--- src/hdl/bmt_pkg.sv ---
// Shared constants, types and the operator decoder of the bracket matching tokenizer.
package bmt_pkg;

    localparam int STACK_DEPTH = 16;
    localparam int INDEX_BITS  = 16;
    localparam int COUNT_BITS  = 8;
    localparam int MAX_RESULTS = 40;
    localparam int RCNT_BITS   = 6;

    // record kinds
    localparam logic [1:0] KIND_INSTR = 2'd0;
    localparam logic [1:0] KIND_PATCH = 2'd1;
    localparam logic [1:0] KIND_ERR   = 2'd2;

    // error codes
    localparam logic [3:0] ERR_STRAY_LOOP  = 4'd1;
    localparam logic [3:0] ERR_LOOP_CROSS  = 4'd2;
    localparam logic [3:0] ERR_FUNC_CROSS  = 4'd3;
    localparam logic [3:0] ERR_STRAY_FUNC  = 4'd4;
    localparam logic [3:0] ERR_BAD_SWITCH  = 4'd5;
    localparam logic [3:0] ERR_OPEN_LOOP   = 4'd6;
    localparam logic [3:0] ERR_OPEN_FUNC   = 4'd7;
    localparam logic [3:0] ERR_OVERFLOW    = 4'd8;
    localparam logic [3:0] ERR_EMPTY       = 4'd9;

    // dialects and register indexes
    localparam logic [1:0] DIA_THREAD = 2'd0;
    localparam logic [1:0] DIA_PROC   = 2'd1;
    localparam logic [1:0] DIA_FORK   = 2'd2;
    localparam logic       CFG_DIALECT = 1'b0;
    localparam logic       CFG_OPT     = 1'b1;

    // op codes
    localparam logic [5:0] OP_LEFT        = 6'd0;
    localparam logic [5:0] OP_RIGHT       = 6'd1;
    localparam logic [5:0] OP_INC         = 6'd2;
    localparam logic [5:0] OP_DEC         = 6'd3;
    localparam logic [5:0] OP_OUT         = 6'd4;
    localparam logic [5:0] OP_IN          = 6'd5;
    localparam logic [5:0] OP_OPEN_LOOP   = 6'd6;
    localparam logic [5:0] OP_CLOSE_LOOP  = 6'd7;
    localparam logic [5:0] OP_FORK        = 6'd8;
    localparam logic [5:0] OP_JOIN        = 6'd9;
    localparam logic [5:0] OP_TERM        = 6'd10;
    localparam logic [5:0] OP_OPEN_FUNC   = 6'd11;
    localparam logic [5:0] OP_CLOSE_FUNC  = 6'd12;
    localparam logic [5:0] OP_CALL        = 6'd13;
    localparam logic [5:0] OP_PUSH        = 6'd14;
    localparam logic [5:0] OP_POP         = 6'd15;
    localparam logic [5:0] OP_SWAP        = 6'd16;
    localparam logic [5:0] OP_DEC_WRITE   = 6'd17;
    localparam logic [5:0] OP_DEC_READ    = 6'd18;
    localparam logic [5:0] OP_SHARED_PUSH = 6'd19;
    localparam logic [5:0] OP_SET_ZERO    = 6'd22;
    localparam logic [5:0] OP_RUN_BASE    = 6'd23;
    localparam logic [5:0] OP_END_PROGRAM = 6'd27;
    localparam logic [5:0] OP_DUMP_SIMPLE = 6'd28;
    localparam logic [5:0] OP_DUMP_MEM    = 6'd29;
    localparam logic [5:0] OP_DUMP_FSTACK = 6'd30;
    localparam logic [5:0] OP_DUMP_FDEFS  = 6'd31;
    localparam logic [5:0] OP_DUMP_STACK  = 6'd32;
    localparam logic [5:0] OP_DUMP_SHARED = 6'd33;
    localparam logic [5:0] OP_DUMP_THREAD = 6'd34;
    localparam logic [5:0] OP_SWITCH      = 6'd60;
    localparam logic [5:0] OP_PRAGMA      = 6'd61;
    localparam logic [5:0] OP_NONE        = 6'd63;

    typedef enum logic [2:0] {IDX_CNT, IDX_POS, IDX_LTOP, IDX_FTOP, IDX_ZERO} idx_sel_t;
    typedef enum logic [1:0] {JT_ZERO, JT_POS, JT_LTOP, JT_FTOP} jt_sel_t;
    typedef enum logic [1:0] {CUR_ITEM, CUR_OPEN, CUR_DEC} cur_sel_t;

    typedef struct packed {
        logic       emit;
        logic [1:0] kind;
        logic [5:0] op;
        idx_sel_t   idx_sel;
        jt_sel_t    jt_sel;
        logic       rep_run;
        logic [3:0] err;
        logic       last;
        logic       set_seen;
        logic       zl_wr;
        logic [1:0] zl_val;
        logic       sh_wr;
        logic       sh_val;
        logic       run_start;
        logic       run_inc;
        logic       run_clr;
        logic       push_loop;
        logic       push_func;
        logic       pop_loop;
        logic       pop_func;
        logic       pos_ld;
        logic       cur_ld;
        cur_sel_t   cur_sel;
        logic       clear;
    } cmd_t;

    typedef struct packed {
        logic       cv;
        logic       eos;
        logic [5:0] item_op;
        logic [5:0] cur_op;
        logic [5:0] run_op;
        logic       run_busy;
        logic       run_full;
        logic [1:0] zl;
        logic       shared;
        logic       seen;
        logic       fold;
        logic       loop_empty;
        logic       loop_full;
        logic       func_empty;
        logic       func_full;
        logic       loop_cross;
        logic       func_cross;
        logic       out_free;
    } stat_t;

    function automatic logic [5:0] classify(input logic [7:0] c, input logic [1:0] dia,
                                            input logic dbg);
        logic [5:0] op;
        op = OP_NONE;
        case (c)
            "<": op = OP_LEFT;
            ">": op = OP_RIGHT;
            "+": op = OP_INC;
            "-": op = OP_DEC;
            ".": op = OP_OUT;
            ",": op = OP_IN;
            "[": op = OP_OPEN_LOOP;
            "]": op = OP_CLOSE_LOOP;
            default: begin
                case (dia)
                    DIA_THREAD: begin
                        case (c)
                            "{": op = OP_FORK;
                            "}": op = OP_JOIN;
                            "!": op = OP_TERM;
                            "(": op = OP_OPEN_FUNC;
                            ")": op = OP_CLOSE_FUNC;
                            "*": op = OP_CALL;
                            "&": op = OP_PUSH;
                            "^": op = OP_POP;
                            "%": op = OP_SWAP;
                            "~": op = OP_SWITCH;
                            ":": op = OP_DEC_WRITE;
                            ";": op = OP_DEC_READ;
                            default: op = OP_NONE;
                        endcase
                        if (dbg && op == OP_NONE) begin
                            case (c)
                                "M": op = OP_DUMP_SIMPLE;
                                "D": op = OP_DUMP_MEM;
                                "F": op = OP_DUMP_FSTACK;
                                "E": op = OP_DUMP_FDEFS;
                                "S": op = OP_DUMP_STACK;
                                "H": op = OP_DUMP_SHARED;
                                "T": op = OP_DUMP_THREAD;
                                "#": op = OP_PRAGMA;
                                default: op = OP_NONE;
                            endcase
                        end
                    end
                    DIA_PROC: begin
                        case (c)
                            "(": op = OP_OPEN_FUNC;
                            ")": op = OP_CLOSE_FUNC;
                            ":": op = OP_CALL;
                            "M": op = dbg ? OP_DUMP_SIMPLE : OP_NONE;
                            "D": op = dbg ? OP_DUMP_MEM : OP_NONE;
                            "F": op = dbg ? OP_DUMP_FSTACK : OP_NONE;
                            "E": op = dbg ? OP_DUMP_FDEFS : OP_NONE;
                            default: op = OP_NONE;
                        endcase
                    end
                    DIA_FORK: begin
                        case (c)
                            "Y": op = OP_FORK;
                            "M": op = dbg ? OP_DUMP_SIMPLE : OP_NONE;
                            "D": op = dbg ? OP_DUMP_MEM : OP_NONE;
                            "T": op = dbg ? OP_DUMP_THREAD : OP_NONE;
                            default: op = OP_NONE;
                        endcase
                    end
                    default: begin
                        case (c)
                            "#", "M": op = dbg ? OP_DUMP_SIMPLE : OP_NONE;
                            "D": op = dbg ? OP_DUMP_MEM : OP_NONE;
                            default: op = OP_NONE;
                        endcase
                    end
                endcase
            end
        endcase
        return op;
    endfunction

endpackage

--- src/hdl/bmt_ctrl.sv ---
// Controller of the bracket matching tokenizer: sequences feed, bracket handling and end of program.
module bmt_ctrl (
    input  logic           aclk,
    input  logic           aresetn,
    input  logic           accept,
    input  bmt_pkg::stat_t stat,
    output bmt_pkg::cmd_t  cmd,
    output logic           in_ready
);

    typedef enum logic [14:0] {
        S_IDLE   = 15'b000000000000001,
        S_FEED   = 15'b000000000000010,
        S_RUNCHK = 15'b000000000000100,
        S_MAIN   = 15'b000000000001000,
        S_DISP   = 15'b000000000010000,
        S_CLA    = 15'b000000000100000,
        S_CLB    = 15'b000000001000000,
        S_HERR   = 15'b000000010000000,
        S_FIN    = 15'b000000100000000,
        S_FLUSH  = 15'b000001000000000,
        S_UNLW   = 15'b000010000000000,
        S_UNL    = 15'b000100000000000,
        S_UNFW   = 15'b001000000000000,
        S_UNF    = 15'b010000000000000,
        S_ENDP   = 15'b100000000000000
    } state_t;

    state_t        state_reg, state_next, after_st;
    logic [1:0]    held_reg, held_next;
    logic          ret_res_reg, ret_res_next;
    logic          fin_reg, fin_next;
    logic [3:0]    err_reg, err_next;
    logic          hdone, is_loop;
    bmt_pkg::cmd_t c;

    assign in_ready = state_reg == S_IDLE;
    assign after_st = stat.eos ? S_FIN : S_IDLE;
    assign is_loop  = stat.cur_op == bmt_pkg::OP_CLOSE_LOOP;

    always_comb begin
        c            = '0;
        hdone        = 1'b0;
        state_next   = state_reg;
        held_next    = held_reg;
        ret_res_next = ret_res_reg;
        fin_next     = fin_reg;
        err_next     = err_reg;
        case (state_reg)
            S_IDLE: begin
                if (accept) begin
                    fin_next   = 1'b0;
                    state_next = S_FEED;
                end
            end
            S_FEED: begin
                if (!stat.cv) begin
                    state_next = after_st;
                end else begin
                    c.set_seen = 1'b1;
                    if (stat.zl == 2'd1 && stat.item_op == bmt_pkg::OP_DEC) begin
                        c.zl_wr    = 1'b1;
                        c.zl_val   = 2'd2;
                        state_next = after_st;
                    end else if (stat.zl == 2'd2 && stat.item_op == bmt_pkg::OP_CLOSE_LOOP) begin
                        c.zl_wr    = 1'b1;
                        c.emit     = 1'b1;
                        c.op       = bmt_pkg::OP_SET_ZERO;
                        state_next = after_st;
                    end else if (stat.zl != 2'd0) begin
                        held_next    = stat.zl;
                        c.zl_wr      = 1'b1;
                        c.cur_ld     = 1'b1;
                        c.cur_sel    = bmt_pkg::CUR_OPEN;
                        ret_res_next = 1'b1;
                        state_next   = S_DISP;
                    end else begin
                        state_next = S_RUNCHK;
                    end
                end
            end
            S_RUNCHK: begin
                if (stat.run_busy && stat.item_op == stat.run_op && !stat.run_full) begin
                    c.run_inc  = 1'b1;
                    state_next = after_st;
                end else begin
                    if (stat.run_busy) begin
                        c.emit    = 1'b1;
                        c.op      = bmt_pkg::OP_RUN_BASE + {4'd0, stat.run_op[1:0]};
                        c.rep_run = 1'b1;
                        c.run_clr = 1'b1;
                    end
                    state_next = S_MAIN;
                end
            end
            S_MAIN: begin
                if (stat.item_op == bmt_pkg::OP_NONE) begin
                    state_next = after_st;
                end else if (stat.fold && stat.item_op == bmt_pkg::OP_OPEN_LOOP) begin
                    c.zl_wr    = 1'b1;
                    c.zl_val   = 2'd1;
                    state_next = after_st;
                end else begin
                    c.cur_ld     = 1'b1;
                    c.cur_sel    = bmt_pkg::CUR_ITEM;
                    ret_res_next = 1'b0;
                    state_next   = S_DISP;
                end
            end
            S_DISP: begin
                c.pos_ld = 1'b1;
                case (stat.cur_op)
                    bmt_pkg::OP_OPEN_LOOP, bmt_pkg::OP_OPEN_FUNC: begin
                        c.emit = 1'b1;
                        c.op   = stat.cur_op;
                        if (stat.cur_op == bmt_pkg::OP_OPEN_LOOP ? stat.loop_full
                                                                  : stat.func_full) begin
                            err_next   = bmt_pkg::ERR_OVERFLOW;
                            state_next = S_HERR;
                        end else begin
                            c.push_loop = stat.cur_op == bmt_pkg::OP_OPEN_LOOP;
                            c.push_func = stat.cur_op == bmt_pkg::OP_OPEN_FUNC;
                            hdone       = 1'b1;
                        end
                    end
                    bmt_pkg::OP_CLOSE_LOOP, bmt_pkg::OP_CLOSE_FUNC: begin
                        if (is_loop ? stat.loop_empty : stat.func_empty) begin
                            c.emit = 1'b1;
                            c.kind = bmt_pkg::KIND_ERR;
                            c.err  = is_loop ? bmt_pkg::ERR_STRAY_LOOP : bmt_pkg::ERR_STRAY_FUNC;
                            hdone  = 1'b1;
                        end else begin
                            state_next = S_CLA;
                        end
                    end
                    bmt_pkg::OP_SWITCH: begin
                        c.sh_wr  = 1'b1;
                        c.sh_val = 1'b1;
                        hdone    = 1'b1;
                    end
                    default: begin
                        hdone = 1'b1;
                        c.emit = 1'b1;
                        c.op   = stat.cur_op;
                        if (stat.shared) begin
                            c.sh_wr = 1'b1;
                            if (stat.cur_op inside {bmt_pkg::OP_PUSH, bmt_pkg::OP_POP,
                                                    bmt_pkg::OP_SWAP}) begin
                                c.op = bmt_pkg::OP_SHARED_PUSH + (stat.cur_op - bmt_pkg::OP_PUSH);
                            end else begin
                                c.op   = '0;
                                c.kind = bmt_pkg::KIND_ERR;
                                c.err  = bmt_pkg::ERR_BAD_SWITCH;
                            end
                        end else if (stat.cur_op == bmt_pkg::OP_PRAGMA) begin
                            c.op   = '0;
                            c.kind = bmt_pkg::KIND_ERR;
                            c.err  = bmt_pkg::ERR_OVERFLOW;
                        end else if (stat.fold && stat.cur_op <= bmt_pkg::OP_DEC) begin
                            c.emit      = 1'b0;
                            c.run_start = 1'b1;
                        end
                    end
                endcase
            end
            S_CLA: begin
                // patch record for the opening bracket
                c.emit     = 1'b1;
                c.kind     = bmt_pkg::KIND_PATCH;
                c.op       = is_loop ? bmt_pkg::OP_OPEN_LOOP : bmt_pkg::OP_OPEN_FUNC;
                c.idx_sel  = is_loop ? bmt_pkg::IDX_LTOP : bmt_pkg::IDX_FTOP;
                c.jt_sel   = bmt_pkg::JT_POS;
                state_next = S_CLB;
            end
            S_CLB: begin
                c.emit     = 1'b1;
                c.op       = stat.cur_op;
                c.jt_sel   = is_loop ? bmt_pkg::JT_LTOP : bmt_pkg::JT_FTOP;
                c.pop_loop = is_loop;
                c.pop_func = !is_loop;
                if (is_loop ? stat.loop_cross : stat.func_cross) begin
                    err_next   = is_loop ? bmt_pkg::ERR_LOOP_CROSS : bmt_pkg::ERR_FUNC_CROSS;
                    state_next = S_HERR;
                end else begin
                    hdone = 1'b1;
                end
            end
            S_HERR: begin
                c.emit    = 1'b1;
                c.kind    = bmt_pkg::KIND_ERR;
                c.err     = err_reg;
                c.idx_sel = bmt_pkg::IDX_POS;
                hdone     = 1'b1;
            end
            S_FIN: begin
                fin_next = 1'b1;
                if (!stat.seen) begin
                    c.emit     = 1'b1;
                    c.kind     = bmt_pkg::KIND_ERR;
                    c.err      = bmt_pkg::ERR_EMPTY;
                    c.idx_sel  = bmt_pkg::IDX_ZERO;
                    c.last     = 1'b1;
                    c.clear    = 1'b1;
                    state_next = S_IDLE;
                end else if (stat.zl != 2'd0) begin
                    held_next    = stat.zl;
                    c.zl_wr      = 1'b1;
                    c.cur_ld     = 1'b1;
                    c.cur_sel    = bmt_pkg::CUR_OPEN;
                    ret_res_next = 1'b1;
                    state_next   = S_DISP;
                end else begin
                    state_next = S_FLUSH;
                end
            end
            S_FLUSH: begin
                if (stat.run_busy) begin
                    c.emit    = 1'b1;
                    c.op      = bmt_pkg::OP_RUN_BASE + {4'd0, stat.run_op[1:0]};
                    c.rep_run = 1'b1;
                    c.run_clr = 1'b1;
                end
                state_next = S_UNLW;
            end
            S_UNLW: state_next = S_UNL;
            S_UNL: begin
                if (!stat.loop_empty) begin
                    c.emit     = 1'b1;
                    c.kind     = bmt_pkg::KIND_ERR;
                    c.err      = bmt_pkg::ERR_OPEN_LOOP;
                    c.idx_sel  = bmt_pkg::IDX_LTOP;
                    c.pop_loop = 1'b1;
                    state_next = S_UNLW;
                end else begin
                    state_next = S_UNFW;
                end
            end
            S_UNFW: state_next = S_UNF;
            S_UNF: begin
                if (!stat.func_empty) begin
                    c.emit     = 1'b1;
                    c.kind     = bmt_pkg::KIND_ERR;
                    c.err      = bmt_pkg::ERR_OPEN_FUNC;
                    c.idx_sel  = bmt_pkg::IDX_FTOP;
                    c.pop_func = 1'b1;
                    state_next = S_UNFW;
                end else begin
                    state_next = S_ENDP;
                end
            end
            S_ENDP: begin
                c.emit     = 1'b1;
                c.op       = bmt_pkg::OP_END_PROGRAM;
                c.last     = 1'b1;
                c.clear    = 1'b1;
                state_next = S_IDLE;
            end
            default: state_next = S_IDLE;
        endcase

        // return from bracket/operator handling
        if (hdone) begin
            if (!ret_res_reg) begin
                state_next = after_st;
            end else if (held_reg == 2'd2) begin
                held_next  = 2'd0;
                c.cur_ld   = 1'b1;
                c.cur_sel  = bmt_pkg::CUR_DEC;
                state_next = S_DISP;
            end else begin
                state_next = fin_reg ? S_FLUSH : S_RUNCHK;
            end
        end

        // hold everything while the result register is full
        if (c.emit && !stat.out_free) begin
            c            = '0;
            state_next   = state_reg;
            held_next    = held_reg;
            ret_res_next = ret_res_reg;
            fin_next     = fin_reg;
            err_next     = err_reg;
        end
    end

    assign cmd = c;

    always_ff @(posedge aclk) begin
        if (!aresetn) begin
            state_reg   <= S_IDLE;
            held_reg    <= '0;
            ret_res_reg <= 1'b0;
            fin_reg     <= 1'b0;
            err_reg     <= '0;
        end else begin
            state_reg   <= state_next;
            held_reg    <= held_next;
            ret_res_reg <= ret_res_next;
            fin_reg     <= fin_next;
            err_reg     <= err_next;
        end
    end

endmodule

--- config.mk ---
export PLATFORM = sky130hd
export DESIGN_NAME = bmt_ctrl
export DESIGN_NICKNAME = d
export VERILOG_FILES = /design/src/hdl/bmt_pkg.sv /design/src/hdl/bmt_ctrl.sv
export SDC_FILE = /design/constraint.sdc
export NUM_CORES = 1
export LEC_CHECK = 0
export BUFFER_PORTS_ARGS = -buffer_cell sky130_fd_sc_hd__buf_2
export CAP_MARGIN = 20
export CORE_UTILIZATION = 35
export CTS_CLUSTER_DIAMETER = 60
export CTS_CLUSTER_SIZE = 14
export DETAILED_ROUTE_END_ITERATION = 10
export PLACE_DENSITY = 0.55
export SETUP_SLACK_MARGIN = 0.02
export SYNTH_ARGS = -nofsm -noshare
export SYNTH_HDL_FRONTEND = slang
export SYNTH_SLANG_ARGS = --single-unit
--- constraint.sdc ---
create_clock -name aclk -period 4.5 [get_ports aclk]
set_clock_uncertainty 0.05 [all_clocks]
set_input_delay 0.9 -clock aclk [delete_from_list [all_inputs] [get_ports aclk]]
set_output_delay 0.9 -clock aclk [all_outputs]
set_load 0.005 [all_outputs]
==> qor.yml <==
worst_hold_path:
  holdPathStages: 2
  worstHoldPathType: "reg -> reg"
  holdCritStartpoint: "err_reg[1]"
  holdPathEnd: "err_reg[1]"
route:
  first_pass_iters: 5
  drt_iter0_drc: 291
  vias: 3295
  routed_wl_um: 10200
  post_drt_wl_per_cell_um: 18.3
  drc_errors: 0
  vias_per_cell: 5.93
  ant_nets: 0
final_layout:
  final_common_cell: "buf_2"
  antenna_cells: 0
  n_fill_cell: 845
  fin_util_pct: 42.6
  largest_reg_flops: 15
  fin_nets: 498
  syn_to_final_growth_pct: 17.6
  design_area_um2: 3300
  final_cell_mix: "buf_2 (75), nand2_1 (34), nor2_1 (34), a21oi_1 (31), dfxtp_1 (22)"
  layout-drive-gt1-share_pct: 27.1
power:
  ir_worst_vdd_mv: 0.118
  leakage_nw: 1.38
  power.density_nw_per_um2: 150
floorplanning:
  io-pin-count: 76
  start_util_pct: 36.3
  die_area_um2: 8370
  core_area_um2: 7730
  die_h_um: 91.5
  core.rowCount: 32
  die_w_um: 91.5
cts:
  post_cts_resized: 0
  postCtsSetupRepairBufs: 0
  cts-root-buf: "clkbuf_8"
  clock_sinks: 22
  cts_hold_buf: 0
  cts.clk_slew.worst_paths_ps: 90
  clockBufferDepth: 2
  worstSkewPairLatency_ps: 270
  cts_tree: "built"
  cts_buffers: 3
  cts_htree_levels: 1
yosys:
  yosys.area_share.simple_pct: 42.5
  synthTopCellsByArea: "dfxtp_1 (16%), a21oi_1 (5.5%), nand2_1 (4.6%), nor2_1 (4.6%), o21ai_0 (3.2%)"
  muxShareOfSynthArea_pct: 1.47
  async_flop_share_pct: 0
  syn_avg_cell_area_um2: 7.28
  synth_seq_cells: 22
  synthAdderAreaFrac_pct: 2.68
  ys_seq_area_share_pct: 15.7
  synth_top_family_by_area: "simple AND/OR/NAND/NOR gates"
  synth_top_area_share_pct: 15.7
  syn_area_um2: 2800
  syn_nets: 428
  synth_cell_types: 76
  ys_warn_count: 0
  synthXorXnorAreaFrac_pct: 2.50
  postSynthCellCount: 385
  synth-edff-count: 0
  synth_compound_area_share_pct: 28.3
  synthFlopType: "dfxtp_1"
  yosys.area.top_type: "dfxtp_1"
sta:
  slew_headroom_pct: 57.4
  drv_slew: 0
  setup_violations: 0
  max_freq_mhz: 232
  rsz0062_at_grt: "no"
  hold_violations: 0
  worstMarginPinSlew_ps: 633
  final.setup.tns_ps: 0
  fin_crit_sh_pct: 95.7
  finalCriticalPeriod_ps: 4310
worst_setup_path:
  critPathKind: "in -> out"
  rr_worst_depth: 10
  cp_max_fo: 13
  crit_chain: "buf_2 > inv_1 > ha_1 > and3b_1 > o21ai_0 > o311a_1 > o221a_1 > a21o_2 > nand2_1 > a2111oi_1 > buf_2"
  crit-reg2reg-capture: "err_reg[0]"
  crit_path_end_kind: "output pin"
  cp_top_family: "compound AO/OA/AOI/OAI gates"
  r2r-start: "state_reg[14]"
  cp.required_ps: 3550
  critPathSlowestCell: "a2111oi_1"
  arrival_ps: 3360
  reg2reg_slack_ps: 1840
  start_kind: "input pin"
  critPathMaxStageDelay_ps: 380
  crit_buf_inv: 3
  worst_path_most_repeated_cell: "buf_2"
place:
  globalplace.congestion: 0.891
  placed_cell_area_um2: 3240
  dp_hpwl_um: 8050
  port_buffers: 75
global_routing:
  grt_pass1_wl_um: 16300
  grt_max_degree: 20
  antenna_found_initial: 0
  grt_pass1_vias: 3050
  grt_remaining_overflow: 0
  track_usage_pct: 24.5
outcome:
  status: "finished clean"
run:
  cap_violations: 0
[power breakdown]
part / leakage, nW / switching, mW / internal (mW)
Sequential: 0.178 / 0.00551 / 0.197
Clock: 0.0288 / 0.0755 / 0.0783
Combinational: 1.17 / 0.0826 / 0.0541
Total: 1.38 / 0.164 / 0.330
[cell type report]
cell class	count	area, um2	area share, %
clock buffer	4	55.1	1.67
inverter	12	45.0	1.37
multi-input combinational	330	2170	65.8
sequential	22	440	13.4
tap	102	128	3.87
timing repair buffer	86	458	13.9
[per-stage QoR]
stage	cells	total power [mW]	setup slack, ps	hold WS, ps
floorplan	385	0.289	750	405
global placement	552	0.343	279	427
detailed placement	552	0.342	257	429
CTS	556	0.494	243	442
global route	556	0.521	30.3	465
finish	556	0.494	192	444
[synthesized netlist by cell type (all sizes together) (8+ instances only)]
| library cell | n |
|---|---|
| inv | 12 |
| nor2 | 38 |
| and2 | 8 |
| and3 | 8 |
| buf | 19 |
| dfxtp | 22 |
| nor3 | 11 |
| nor4 | 9 |
| a21oi | 33 |
| nand3 | 16 |
| nor2b | 8 |
| nand2 | 34 |
| nor4b | 8 |
| o21ai | 24 |
| nand4 | 16 |
[worst max-delay path by stage]
stage             start       to  slack, ps  cells past startpoint
3_3_place_gp   stat[20]   cmd[7]        280                     11
5_1_grt        stat[20]   cmd[7]         30                     11
2_1_floorplan  stat[20]  cmd[18]        750                     11
4_1_cts        stat[20]   cmd[7]        240                     11
3_5_place_dp   stat[20]   cmd[7]        260                     11
6_report       stat[20]   cmd[7]        190                     11
[kinds of logic (layout without fill, tap and decap cells)]
| kind of cell | count (synthesis) | after routing |
|---|---|---|
| AO/OA/AOI/OAI | 116 | 116 |
| buffers and inverters | 33 | 102 |
| multiplexers | 4 | 4 |
| flip-flops | 22 | 22 |
| adder cells (fa/ha/maj) | 6 | 6 |
| XOR/XNOR | 8 | 8 |
| AND/OR/NAND/NOR | 196 | 196 |
[worst min-delay path: cells and delay by family (launching register included)]
family / cells / cell delay, ps
AO/OA/AOI/OAI: 2 / 130
flip-flops: 1 / 320
[metal layers]
| metal | global-route usage, % | wire length [um] | vias to the layer above |
|---|---|---|---|
| li1 | - | - | 1609 |
| met1 | 34.1 | 4590 | 1531 |
| met2 | 39.5 | 4730 | 139 |
| met3 | 3.43 | 659 | 16 |
| met4 | 6.08 | 170 | 0 |
| met5 | 0 | 0 | - |
(Power assumes the default switching activity.)
